File: src/rtl/core/wildcard_glob_matcher_macros.svh
// Assertion macros for the wildcard glob matcher
`ifndef WILDCARD_GLOB_MATCHER_MACROS_SVH
`define WILDCARD_GLOB_MATCHER_MACROS_SVH

`ifndef SYNTHESIS
// property must hold at every clock edge out of reset
`define WGM_ASSERT(label, clk, rst_n, prop, msg) \
    label: assert property (@(posedge clk) disable iff (!rst_n) prop) else $error(msg);
// expression must never be true out of reset
`define WGM_ASSERT_NEVER(label, clk, rst_n, expr, msg) \
    label: assert property (@(posedge clk) disable iff (!rst_n) !(expr)) else $error(msg);
`else
`define WGM_ASSERT(label, clk, rst_n, prop, msg)
`define WGM_ASSERT_NEVER(label, clk, rst_n, expr, msg)
`endif

`endif

File: src/rtl/core/wgm_pkg.sv
// Shared types, constants and helpers for the wildcard glob matcher
package wgm_pkg;

    localparam int PAT_REGS  = 4;
    localparam int REG_BYTES = 32;

    localparam logic [7:0] CH_STAR  = 8'h2A;
    localparam logic [7:0] CH_QMARK = 8'h3F;
    localparam logic [7:0] CH_LOW_A = 8'h61;
    localparam logic [7:0] CH_LOW_Z = 8'h7A;
    localparam logic [7:0] CASE_OFS = 8'h20;

    typedef enum logic [2:0] {
        REG_PAT0 = 3'd0,
        REG_PAT1 = 3'd1,
        REG_PAT2 = 3'd2,
        REG_PAT3 = 3'd3,
        REG_LEN  = 3'd4
    } cfg_reg_t;

    // per-cycle control broadcast to every cell
    typedef struct packed {
        logic use_start;  // current set is the start closure
        logic advance;    // load the stepped set into the cells
    } wgm_ctl_t;

    function automatic logic [7:0] fold_case(input logic [7:0] c);
        logic [7:0] r;
        r = c;
        if (c >= CH_LOW_A && c <= CH_LOW_Z)
        begin
            r = c - CASE_OFS;
        end
        return r;
    endfunction

endpackage

File: src/rtl/core/wgm_cell.sv
// One pattern position: holds its active bit and passes a match to the next position
module wgm_cell
    import wgm_pkg::*;
(
    input  logic       clk,
    input  logic       rst_n,
    input  wgm_ctl_t   ctl,
    input  logic [7:0] subject,
    input  logic [7:0] pat_byte,
    input  logic       in_use,
    input  logic       adv_in,
    input  logic       start_in,
    input  logic       closed_in,
    output logic       adv_out,
    output logic       raw,
    output logic       star,
    output logic       cur
);

    logic active_reg;
    logic active_next;
    logic is_star;
    logic byte_hit;

    assign cur      = ctl.use_start ? start_in : active_reg;
    assign is_star  = in_use && (pat_byte == CH_STAR);
    assign byte_hit = (pat_byte == CH_QMARK) || (fold_case(pat_byte) == subject);

    assign adv_out = in_use && cur && !is_star && byte_hit;
    assign raw     = (cur && is_star) || adv_in;
    assign star    = is_star;

    assign active_next = ctl.advance ? closed_in : active_reg;

    always_ff @(posedge clk or negedge rst_n)
    begin
        if (!rst_n)
        begin
            active_reg <= 1'b0;
        end
        else
        begin
            active_reg <= active_next;
        end
    end

endmodule

File: src/rtl/core/wgm_closure.sv
// Star closure over the position vector, done as the carry chain of one add
module wgm_closure #(
    parameter int W = 33
) (
    input  logic [W-1:0] set_in,
    input  logic [W-1:0] star,
    output logic [W-1:0] closed
);

    logic [W:0] gen_ext;
    logic [W:0] prop_ext;
    logic [W:0] sum;
    logic [W:0] carry;

    // carry into i+1 = star[i] & (set[i] | carry[i]): generate = star & set
    assign prop_ext = {1'b0, star};
    assign gen_ext  = {1'b0, star & set_in};
    assign sum      = prop_ext + gen_ext;
    assign carry    = sum ^ prop_ext ^ gen_ext;
    assign closed   = set_in | carry[W-1:0];

endmodule

File: src/rtl/core/wildcard_glob_matcher.sv
// Top level of the wildcard glob matcher: config registers, cell row, result register
// Matches a subject string, one byte per input transfer, against a configured glob
// pattern of up to 32 bytes ('*' any run, '?' one byte, letters case-insensitive).
// A result transfer carries one match flag for each string, produced on the transfer
// marked last_byte or empty_string. The block takes one byte per clock while
// in_ready is high: every pattern position is a cell that updates its active bit,
// with star runs resolved by one carry chain across the row. The flag sits in the
// result register from the cycle after the final transfer; while out_ready is high
// the next string follows with no gap, and a flag that is not taken stalls the input
// until it is. A write to one of the five listed registers restarts the matcher;
// any configuration write holds in_ready low in the cycle after it, while the start
// set of the new pattern is registered.
`include "wildcard_glob_matcher_macros.svh"

module wildcard_glob_matcher
    import wgm_pkg::*;
#(
    parameter int PATTERN_MAX = 32
) (
    input  logic        clk,
    input  logic        rst_n,
    input  logic        in_valid,
    output logic        in_ready,
    input  logic [7:0]  subject_byte,
    input  logic        last_byte,
    input  logic        empty_string,
    output logic        out_valid,
    input  logic        out_ready,
    output logic        matched,
    input  logic        cfg_valid,
    output logic        cfg_ready,
    input  logic [2:0]  cfg_index,
    input  logic [63:0] cfg_data
);

    localparam int N   = PATTERN_MAX;
    localparam int CAP = (N < REG_BYTES) ? N : REG_BYTES;
    localparam int LW  = 7;
    localparam logic [5:0] CAP_L = 6'(CAP);

    logic [63:0] pat_reg [PAT_REGS];
    logic [5:0]  len_reg;
    logic [5:0]  eff_len;

    logic        start_ok_reg;
    logic        start_ok_next;
    logic        start_pend_reg;
    logic        start_pend_next;
    logic [N:0]  start_reg;
    logic        fin_reg;
    logic        fin_next;
    logic        out_valid_reg;
    logic        out_valid_next;
    logic        matched_reg;
    logic        matched_next;

    logic        in_fire;
    logic        cfg_fire;
    logic        cfg_hit;
    logic        str_end;
    logic [7:0]  subj_fold;
    wgm_ctl_t    ctl;

    logic [N:0]  raw_vec;
    logic [N:0]  star_vec;
    logic [N:0]  cur_vec;
    logic [N:0]  closed_vec;
    logic [N:0]  start_vec;
    logic [N:0]  seed_vec;
    logic [N:0]  final_sel;
    logic [N:0]  in_range;
    logic [N-1:0] adv_vec;

    assign in_fire  = in_valid && in_ready;
    assign cfg_fire = cfg_valid && cfg_ready;
    // only writes to a listed register restart the matcher
    assign cfg_hit  = cfg_fire &&
                      (cfg_reg_t'(cfg_index) inside {REG_PAT0, REG_PAT1, REG_PAT2,
                                                     REG_PAT3, REG_LEN});
    assign str_end  = last_byte || empty_string;
    assign subj_fold = fold_case(subject_byte);

    assign cfg_ready = 1'b1;
    assign in_ready  = start_ok_reg && (!out_valid_reg || out_ready);
    assign out_valid = out_valid_reg;
    assign matched   = matched_reg;

    assign eff_len = (len_reg > CAP_L) ? CAP_L : len_reg;

    assign ctl.use_start = start_pend_reg;
    assign ctl.advance   = in_fire && !str_end;

    // configuration registers
    always_ff @(posedge clk or negedge rst_n)
    begin
        if (!rst_n)
        begin
            for (int r = 0; r < PAT_REGS; r++)
            begin
                pat_reg[r] <= '0;
            end
            len_reg <= '0;
        end
        else if (cfg_fire)
        begin
            case (cfg_reg_t'(cfg_index))
                REG_PAT0: pat_reg[0] <= cfg_data;
                REG_PAT1: pat_reg[1] <= cfg_data;
                REG_PAT2: pat_reg[2] <= cfg_data;
                REG_PAT3: pat_reg[3] <= cfg_data;
                REG_LEN:  len_reg    <= cfg_data[5:0];
                default:  ;
            endcase
        end
    end

    // cell row
    genvar gi;
    generate
        for (gi = 0; gi < N; gi++)
        begin : g_cell
            logic [7:0] pbyte;
            logic       adv_in;

            if (gi < REG_BYTES)
            begin : g_byte
                assign pbyte = pat_reg[gi / 8][(gi % 8) * 8 +: 8];
            end
            else
            begin : g_zero
                assign pbyte = 8'h00;
            end

            if (gi == 0)
            begin : g_head
                assign adv_in = 1'b0;
            end
            else
            begin : g_link
                assign adv_in = adv_vec[gi-1];
            end

            assign in_range[gi]  = ({1'b0, eff_len} > LW'(gi));

            wgm_cell u_cell (
                .clk       (clk),
                .rst_n     (rst_n),
                .ctl       (ctl),
                .subject   (subj_fold),
                .pat_byte  (pbyte),
                .in_use    (in_range[gi]),
                .adv_in    (adv_in),
                .start_in  (start_reg[gi]),
                .closed_in (closed_vec[gi]),
                .adv_out   (adv_vec[gi]),
                .raw       (raw_vec[gi]),
                .star      (star_vec[gi]),
                .cur       (cur_vec[gi])
            );
        end

        for (gi = 0; gi <= N; gi++)
        begin : g_final
            assign final_sel[gi] = ({1'b0, eff_len} == LW'(gi));
        end
    endgenerate

    // position N has no pattern byte: it only receives
    assign in_range[N] = 1'b0;
    assign raw_vec[N]  = adv_vec[N-1];
    assign star_vec[N] = 1'b0;
    assign cur_vec[N]  = start_pend_reg ? start_reg[N] : fin_reg;
    assign seed_vec    = {{N{1'b0}}, 1'b1};

    wgm_closure #(.W(N + 1)) u_step_closure (
        .set_in (raw_vec),
        .star   (star_vec),
        .closed (closed_vec)
    );

    wgm_closure #(.W(N + 1)) u_start_closure (
        .set_in (seed_vec),
        .star   (star_vec),
        .closed (start_vec)
    );

    always_comb
    begin
        start_ok_next   = !cfg_fire;
        start_pend_next = start_pend_reg;
        fin_next        = fin_reg;
        if (cfg_hit)
        begin
            start_pend_next = 1'b1;
        end
        else if (in_fire)
        begin
            start_pend_next = str_end;
            if (!str_end)
            begin
                fin_next = closed_vec[N];
            end
        end
    end

    always_comb
    begin
        out_valid_next = out_valid_reg && !out_ready;
        matched_next   = matched_reg;
        if (in_fire && str_end)
        begin
            out_valid_next = 1'b1;
            matched_next   = empty_string ? |(start_reg & final_sel)
                                          : |(closed_vec & final_sel);
        end
    end

    always_ff @(posedge clk or negedge rst_n)
    begin
        if (!rst_n)
        begin
            start_ok_reg   <= 1'b0;
            start_pend_reg <= 1'b1;
            fin_reg        <= 1'b0;
            out_valid_reg  <= 1'b0;
        end
        else
        begin
            start_ok_reg   <= start_ok_next;
            start_pend_reg <= start_pend_next;
            fin_reg        <= fin_next;
            out_valid_reg  <= out_valid_next;
        end
    end

    always_ff @(posedge clk)
    begin
        start_reg   <= start_vec;
        matched_reg <= matched_next;
    end

    `WGM_ASSERT(a_end_gives_result, clk, rst_n, in_fire && str_end |=> out_valid_reg, "string end without result")
    `WGM_ASSERT(a_mid_no_result, clk, rst_n, in_fire && !str_end && !out_valid_reg |=> !out_valid_reg, "result on a middle byte")
    `WGM_ASSERT(a_cfg_blocks_input, clk, rst_n, cfg_fire |=> !in_ready, "input taken before start set is ready")
    `WGM_ASSERT_NEVER(a_no_pos_past_len, clk, rst_n, !start_pend_reg && ((cur_vec & ~(in_range | final_sel)) != '0), "active position beyond pattern length")

endmodule
File: config.mk
export PLATFORM = sky130hd
export DESIGN_NAME = wildcard_glob_matcher
export DESIGN_NICKNAME = d
export VERILOG_FILES = /design/src/rtl/core/wgm_pkg.sv /design/src/rtl/core/wgm_cell.sv /design/src/rtl/core/wgm_closure.sv /design/src/rtl/core/wildcard_glob_matcher.sv
export VERILOG_INCLUDE_DIRS = /design/src /design/src/rtl/core
export SDC_FILE = /design/constraint.sdc
export NUM_CORES = 1
export LEC_CHECK = 0
export BUFFER_PORTS_ARGS = -buffer_cell sky130_fd_sc_hd__buf_4
export CAP_MARGIN = 25
export CORE_ASPECT_RATIO = 1.5
export CORE_MARGIN = 5
export CORE_UTILIZATION = 25
export DETAILED_ROUTE_END_ITERATION = 6
export PLACE_DENSITY_LB_ADDON = 0.25
export REMOVE_ABC_BUFFERS = 1
export SLEW_MARGIN = 20
export SYNTH_ARGS = -nofsm -noshare
export SYNTH_HDL_FRONTEND = slang
export SYNTH_SLANG_ARGS = --single-unit
File: constraint.sdc
create_clock -name clk -period 5.5 [get_ports clk]
set_input_delay 0.275 -clock clk [delete_from_list [all_inputs] [get_ports clk]]
set_output_delay 0.275 -clock clk [all_outputs]
set_load 0.02 [all_outputs]
==> results of run 1 <==
worst register-to-register path: cells and delay by family (launching register included):
kind,cells,cell delay [ns]
XOR/XNOR,1,0.15
adder cells (fa/ha/maj),1,0.19
buffers and inverters,3,0.49
flip-flops,1,0.37
AND/OR/NAND/NOR,8,1.94
AO/OA/AOI/OAI,12,2.01
power by group through the flow:
| stage | registers [mW] | clock network (mW) | logic [mW] |
|---|---|---|---|
| finish | 3.50 | 2.54 | 2.63 |
| global route | 3.58 | 2.69 | 2.87 |
| CTS | 3.50 | 2.62 | 2.61 |
| detailed placement | 3.54 | 0 | 2.56 |
| global placement | 3.53 | 0 | 2.54 |
| floorplan | 3.39 | 0 | 1.63 |
repair_timing:
action                     CTS  global route
hold buffers                60             0
gates resized for setup      7            21
setup endpoints to repair    1             1
pin swaps                    4            19
setup buffers                0             2
hold endpoints to repair   321             0
layer usage:
layer	track usage	routed length, µm	up-vias
met4	0.162	10000	2
met5	0	13	-
met2	0.381	52500	638
met1	0.215	37700	10661
met3	0.0243	3740	266
li1	-	-	9960
layout make-up:
cell class / count / area (µm²) / area share
sequential: 330 / 8100 / 0.286
clock inverter: 11 / 130 / 0.00459
multi-input combinational: 2000 / 14000 / 0.493
timing repair buffer: 403 / 3280 / 0.116
tap: 1164 / 1460 / 0.0513
inverter: 99 / 372 / 0.0131
clock buffer: 56 / 1050 / 0.0369
cell usage after synthesis, types with 62 or more instances:
library cell,instances
dfrtp_1,296
inv_1,99
xor2_1,96
o21ai_0,128
clkbuf_1,62
nor2_1,159
xnor2_1,158
a21oi_1,83
nor3_1,92
nand2_1,231
nand3_1,115
mux2_2,230
path summary, 6_finish.rpt:
kind	end	slack, ns	depth (start not counted)
setup / recovery	matched	0.11	25
hold / removal	len_reg[5]	0.06	3
setup reg to reg	matched	0.11	25
hold reg to reg	g_cell[30].u_cell.active_reg	0.47	2
max in group asynchronous	g_cell[27].pbyte[5]	3.89	3
min in group asynchronous	g_cell[28].pbyte[0]	0.27	2
logic make-up after synthesis:
group / share of synthesized area
buf+inv: 0.0358
fa+ha+maj: 0.0193
mux: 0.125
other cells: 0.000165
xor+xnor: 0.0980
flops: 0.357
compound gates: 0.153
simple gates: 0.212
through the flow:
stage               instance area [µm²]  worst slack, ns  utilization  setup TNS, ns
floorplan                         22300            -1.76            -         -89.02
global placement                  26400           -0.396        0.293         -0.396
detailed placement                26400           -0.394        0.293         -0.394
CTS                               28300          0.00708        0.313              0
global route                      28400          -0.0833        0.315        -0.0833
finish                            28400            0.107        0.315              0
==> results.toml, run 1 <==
[status]
outcome = "completed"

[hold_path]
min_from = "cfg_data[5]"
worst_hold_path_type = "input pin to flop"

[timing]
final.min_clock_period_ns = 5.39
setup_viol = 0
max_slew.worst_pin.slew_ns = 1.01
fin_skew_ns = 0.0268
max_slew_margin = 0.324
hold_slack_ns = 0.0581
fmax_mhz = 185
slew_viol_final = 0
final.period_utilization = 0.981
rsz0062_at_grt = "true"
hold_violations = 0

[synth]
ys.flop_type = "dfrtp_1"
ys_seq_area_frac = 0.357
yosys-top-cells-area = "dfrtp_1, mux2_2, xnor2_1, nand2_1, xor2_1"
synth_cell_types = 90
yosys_warnings = 0
syn_inst = 2527
post-synth-top-area-fraction = 0.326
synth-edff-count = 1
postSynth.asyncResetShare = 0.900
syn_area_per_cell_um2 = 8.98
syn_area_um2 = 22700
ys_ff_latch = 330
synth.largest_area_cell = "dfrtp_1"

[job]
drv_cap = 0

[power_and_ir_drop]
internal-power_mw = 5.52
ir_drop_mv = 0.175
p_comb_frac = 0.303
pwr-share-clk = 0.293
powerDensity_nw_per_um2 = 306
power.switching_mw = 3.15
static-leakage-power_nw = 11.2
seq_power_share = 0.404
switching_share = 0.364
power.total_mw = 8.67

[final_layout]
layout_common_cells = "buf_4, dfrtp_1, nand2_1"
insertedDiodeCount = 0
syn2layout_area_growth_pct = 25.0
fin_nets = 2988
fillers = 9665
instances_no_fill = 4063
drive_above_1_share = 0.238
largest_register_ffs = 256
layout_commonest_cell = "buf_4"

[floorplan]
start_util = 0.252
ioPinCount = 86
die_area_um2 = 97000
die_h_um = 379
fp.coreArea_um2 = 90200
dieWidth_um = 256
num_rows = 135

[setup_path]
critPathBufInv = 3
cp-end-kind = "flop"
arrival_ns = 5.72
crit_path_max_fanout = 3
path_common_cell = "buf_4"
crit_slowest_cell = "or4_4"
startpoint_type = "flop"
crit_path_start = "g_cell[0].pbyte[2]"
crit_required_ns = 5.83
r2r_start = "g_cell[0].pbyte[2]"
max_stage_delay_ns = 0.64
crit_type = "flop to flop"
crit_family = "compound AO/OA/AOI/OAI gates"

[drt]
wl_per_cell_um = 25.6
drtPass1Iterations = 6
drt_iter0_markers = 1271
postRouteWirelength_um = 104000
viasPerCell = 5.30
ant_nets = 0
drc = 0
vias = 21527

[grt]
grt_max_degree = 128
antenna_found_initial = 2
grt_use_total = 0.208
grt-ovfl-total = 0
grt_pass1_wl_um = 150000
grt_pass1_vias = 22008

[clock_network]
clkTransAtPathRegs_ns = 0.08
clockRootBuffer = "clkbuf_16"
cts_tree = "done"
cts_max_level = 2
cts_sinks = 330
cts_buffers = 37
clk_latency_ns = 0.59
clockBufferDepth = 3

[placement]
hpwl_um = 82900
dp.cells = 3934
place_congestion = 1.03
io_buffers = 84
(Power assumes the default switching activity.)
==> inputs of run 2 (changes only) <==
CORE_MARGIN = unset   (was 5)
CTS_CLUSTER_DIAMETER = 200   (was unset)
==> run 2 against run 1 <==
Net effect:
- clock power up 8%
- clock-buffer cell count down 9
- global-route usage grew 2.6 points
- sequential share of layout area decreased by 0.21 points
- utilization up 0.29 points
- non-clock buffer count up 19
- worst hold slack got worse by 0.019 ns
- combinational power rose by 2%
- cell count grew 0.47%
- worst setup slack gained 0.042 ns
- highest routed layer unchanged
==> results.toml, run 2 (synthesized netlist as in run 1, its figures left out) <==
[setup_path]
crit_slowest_cell = "or4_4"
crit_path_max_fanout = 3
path_common_cell = "buf_4"
ff2ff_setup_slack_ns = 0.15
cp-end-kind = "flop"
reg2regPathDepth = 25
r2r-end = "matched"
crit_type = "flop to flop"
arrival_ns = 5.68
max_stage_delay_ns = 0.63
startpoint_type = "flop"
r2r_start = "g_cell[0].pbyte[4]"
crit_required_ns = 5.83

[grt]
grt_use_total = 0.234
grt_max_degree = 141
antenna_found_initial = 3
grt_pass1_vias = 21918
grt_pass1_wl_um = 155000
grt-ovfl-total = 0

[placement]
pre_cts_slack_ns = -0.523
io_buffers = 84
dp.cells = 3956
hpwl_um = 85300
place_congestion = 1.06
place_area_um2 = 26600

[final_layout]
fillers = 9466
fin_nets = 3007
layout_common_cells = "buf_4, dfrtp_1, nand2_1"
drive_above_1_share = 0.249
fin_util = 0.317
largest_register_ffs = 256
syn2layout_area_growth_pct = 25.9
instances_no_fill = 4082
design_area_um2 = 28600
layout_commonest_cell = "buf_4"

[timing]
fin_skew_ns = 0.0278
setup_tns_ns = 0
final.min_clock_period_ns = 5.35
rsz0062_at_grt = "true"
max_slew.worst_pin.slew_ns = 1.23
fmax_mhz = 187
hold_slack_ns = 0.0395
layout_setup_ws_ns = 0.149
hold_violations = 0
setup_viol = 0
slew_viol_final = 0
max_slew_margin = 0.183
final.period_utilization = 0.973

[power_and_ir_drop]
power.total_mw = 8.91
seq_power_share = 0.392
static-leakage-power_nw = 11.3
internal-power_mw = 5.67
pwr-share-clk = 0.307
p_comb_frac = 0.301
powerDensity_nw_per_um2 = 312
switching_share = 0.364
ir_drop_mv = 0.140
power.switching_mw = 3.25

[floorplan]
fp.coreArea_um2 = 90000
dieWidth_um = 248
ioPinCount = 86
die_h_um = 371
die_area_um2 = 92000
start_util = 0.252
num_rows = 135

[job]
drv_cap = 0

[drt]
drt_iter0_markers = 1504
vias = 21690
ant_nets = 0
wl_per_cell_um = 26.3
drc = 0
postRouteWirelength_um = 107000
viasPerCell = 5.31
drtPass1Iterations = 5

[clock_network]
cts_buffers = 37
cts_tree = "done"
cts_sinks = 330
cts_max_level = 2
clk_latency_ns = 0.61
clockRootBuffer = "clkbuf_16"
clkTransAtPathRegs_ns = 0.07
clockBufferDepth = 3

[hold_path]
min_from = "cfg_data[5]"
worst_hold_path_type = "input pin to flop"
hold_depth = 3
hold_end = "g_cell[16].pbyte[5]"

[status]
outcome = "completed"
==> run 2: worst max-delay path by stage <==
| stage | from | endpoint | slack, ns | cells after the start |
|---|---|---|---|---|
| final | g_cell[0].pbyte[4] | matched | 0.15 | 25 |
| after global routing | g_cell[0].pbyte[4] | matched | -0.05 | 23 |
| after CTS | g_cell[0].pbyte[0] | matched | 0.01 | 25 |
| after detailed placement | subject_byte[4] | matched | -0.52 | 23 |
| after global placement | subject_byte[4] | matched | -0.46 | 23 |
| after floorplan | subject_byte[1] | matched | -1.76 | 22 |
==> run 2: repair_timing <==
item,4_1_cts,5_1_grt
hold endpoints to repair,261,0
hold buffers,58,0
gates cloned,0,0
setup endpoints to repair,1,1
buffers inserted,0,1
pin swaps,6,18
gates resized for setup,12,15
==> run 2: cell type report <==
type,count,area [µm²],area share
Multi-Input combinational cell,2000,14000,0.489
Timing Repair Buffer,422,3380,0.118
Clock inverter,19,239,0.00836
Inverter,99,372,0.0130
Antenna cell,1,2.50,0.0000876
Clock buffer,47,1050,0.0369
Sequential cell,330,8100,0.284
Tap cell,1164,1460,0.0510
==> run 2: power groups by stage <==
stage / Combinational [mW] / Clock, mW / Sequential (mW)
after floorplan: 1.63 / 0 / 3.39
after global placement: 2.59 / 0 / 3.53
after detailed placement: 2.62 / 0 / 3.53
after CTS: 2.66 / 2.81 / 3.49
after global routing: 2.91 / 2.88 / 3.58
final: 2.68 / 2.74 / 3.49
==> run 2: metal layers <==
| metal | track usage | wire length [µm] | up-vias |
|---|---|---|---|
| li1 | - | - | 10028 |
| met1 | 0.245 | 39500 | 10755 |
| met5 | 0 | 12 | - |
| met3 | 0.0301 | 3840 | 285 |
| met4 | 0.185 | 9750 | 2 |
| met2 | 0.416 | 54300 | 620 |
==> run 2: worst max-delay path, delay by kind of cell (launching register included) <==
family | cells | cell delay (ns)
AO/OA/AOI/OAI | 12 | 1.96
XOR/XNOR | 1 | 0.15
AND/OR/NAND/NOR | 8 | 1.92
adder cells (fa/ha/maj) | 1 | 0.19
buffers and inverters | 3 | 0.46
flip-flops | 1 | 0.38
==> inputs of run 3 (changes only) <==
RECOVER_POWER = 25   (was unset)
SYNTH_HIERARCHICAL = 1   (was unset)
==> run 3 against run 2 <==
Net effect:
- the flow now finishes with violations (design-rule violations, max-capacitance violations, max-slew violations)
- non-clock buffer count down 50
- die area up 15%
- via count up 4.6%
- clock skew down 0.011 ns
- clock power down 4%
- flip-flop and latch count up 1
- cell count up 16%
==> results.toml, run 3 <==
[status]
outcome = "finished with violations"
violations = "design-rule violations, max-capacitance violations, max-slew violations"

[drt]
postRouteWirelength_um = 95100
drc = 4
viasPerCell = 4.81
drtPass1Iterations = 7
drt_iter0_markers = 1019
wl_per_cell_um = 20.2
vias = 22696
ant_nets = 0

[synth]
synth.largest_area_cell = "dfrtp_1"
syn_area_um2 = 26200
synth_cell_types = 105
yosys-top-cells-area = "dfrtp_1, mux2_2, xnor2_1, inv_1, and4bb_1"
ys.flop_type = "dfrtp_1"
post-synth-top-area-fraction = 0.283
netlist_top_cells_count = "mux2_2, dfrtp_1, inv_1"
synth-edff-count = 1
syn_inst = 2774
yosysMostFrequentCell = "mux2_2"
postSynth.asyncResetShare = 0.897
syn_area_per_cell_um2 = 9.44
ys_ff_latch = 331
ys_seq_area_frac = 0.310
yosys_warnings = 6

[clock_network]
cts_setup_buffers = 0
cts_max_level = 2
clk_latency_ns = 0.58
cts_buffers = 37
cts_tree = "done"
clockRootBuffer = "clkbuf_16"
clockBufferDepth = 3
cts_sinks = 331
clkTransAtPathRegs_ns = 0.06

[setup_path]
crit_path_start = "subject_byte[1]"
ff2ff_setup_slack_ns = 0.42
arrival_ns = 5.50
cp-end-kind = "flop"
r2r_start = "len_reg[3]"
max_stage_delay_ns = 0.51
crit_required_ns = 5.78
crit_path_max_fanout = 18
reg2regPathDepth = 18
startpoint_type = "input pin"
critPathBufInv = 6
path_common_cell = "buf_4"
crit_family = "compound AO/OA/AOI/OAI gates"
crit_type = "input pin to flop"
r2r-end = "matched"
crit_slowest_cell = "or4_1"

[final_layout]
regArea_um2 = 8120
syn2layout_area_growth_pct = 24.6
layout_commonest_cell = "mux2_2"
fin_nets = 3412
drive_above_1_share = 0.288
multi_input_area_um2 = 17500
fillers = 10770
layout_common_cells = "mux2_2, dfrtp_1, buf_4"
largest_register_ffs = 256

[hold_path]
min_from = "cfg_data[47]"
worst_hold_path_type = "input pin to flop"
hold_end = "g_cell[29].pbyte[7]"
hold_depth = 2

[floorplan]
ioPinCount = 86
num_rows = 145
dieWidth_um = 266
fp.coreArea_um2 = 104000
start_util = 0.252
die_h_um = 398
die_area_um2 = 106000

[placement]
hpwl_um = 73900
io_buffers = 84
place_congestion = 0.970

[timing]
max_slew.worst_pin.slew_ns = 2.76
max_slew_margin = -0.842
fin_skew_ns = 0.0172
hold_slack_ns = 0.0366
fmax_mhz = 192
setup_tns_ns = 0
setup_viol = 0
slew_viol_final = 167
hold_violations = 0
final.period_utilization = 0.948
final.min_clock_period_ns = 5.21

[grt]
antenna_found_initial = 2
grt_pass1_wl_um = 143000
grt_use_total = 0.177
grt_max_degree = 103
grt_pass1_vias = 22721
grt-ovfl-total = 0

[job]
drv_cap = 3

[power_and_ir_drop]
powerDensity_nw_per_um2 = 286
power.total_mw = 9.32
ir_drop_mv = 0.171
static-leakage-power_nw = 13.3
-- run 3: changes by cell type in the layout (fill, tap and decap cells not counted), sizes merged, moves of 65 or more --
cell,previous run,this run
inv,100,262
conb,1,162
mux2,230,324
nand2b,22,120
buf,364,299
xor2,96,0
and4bb,0,67
-- run 3: stage by stage --
stage	worst slack (ns)	util	std cells	cell area [µm²]
floorplan	-1.91	-	2882	26500
global placement	-0.306	0.295	4580	30600
detailed placement	-0.399	0.295	4582	30700
CTS	0.195	0.313	4713	32600
global route	-0.0108	0.314	4716	32600
finish	0.285	0.314	4717	32600
-- run 3: cell families after synthesis --
kind of cell,synth area share
AO/OA/AOI/OAI,0.160
XOR/XNOR,0.0435
adder cells (fa/ha/maj),0.0167
buffers and inverters,0.0492
flip-flops,0.310
multiplexers,0.156
other,0.000287
AND/OR/NAND/NOR,0.263
-- run 3: layout make-up --
class	count	area share
Timing Repair Buffer	372	0.0931
Clock inverter	16	0.00606
Clock buffer	48	0.0315
Antenna cell	1	0.0000767
Multi-Input combinational cell	2292	0.537
Sequential cell	331	0.249
Inverter	261	0.0300
Tap cell	1396	0.0536
-- run 3: power breakdown --
group / internal, mW / leakage, nW / total (mW) / switching [mW]
Clock: 1.51 / 0.594 / 2.63 / 1.12
Combinational: 1.47 / 8.75 / 2.91 / 1.44
Sequential: 2.87 / 3.91 / 3.78 / 0.907
-- run 3: per-layer routing --
metal  GRT usage  vias to the layer above  share of wire
met5           0                        -        0.00012
met2       0.336                      398           0.53
met1       0.191                    11117           0.38
met3      0.0169                      192          0.025
met4      0.0946                        2          0.059
li1            -                    10987              -
-- run 3: worst register-to-register path, delay by kind of cell, from the launching register on --
kind | cells | cell delay (ns)
flip-flops | 1 | 0.59
AO/OA/AOI/OAI | 10 | 2.40
adder cells (fa/ha/maj) | 1 | 0.18
AND/OR/NAND/NOR | 7 | 1.62
-- run 3: timing repair --
action | in CTS | in global routing
hold buffers | 67 | 0
gates resized for setup | 0 | 12
setup endpoints to repair | 0 | 1
endpoints found under the hold margin | 353 | 0
-- run 3: how the worst max path moves through the flow --
stage               endpoint  depth (start not counted)
floorplan            matched                         20
global placement     matched                         27
detailed placement   matched                         28
CTS                  matched                         28
global route         matched                         26
finish               matched                         25
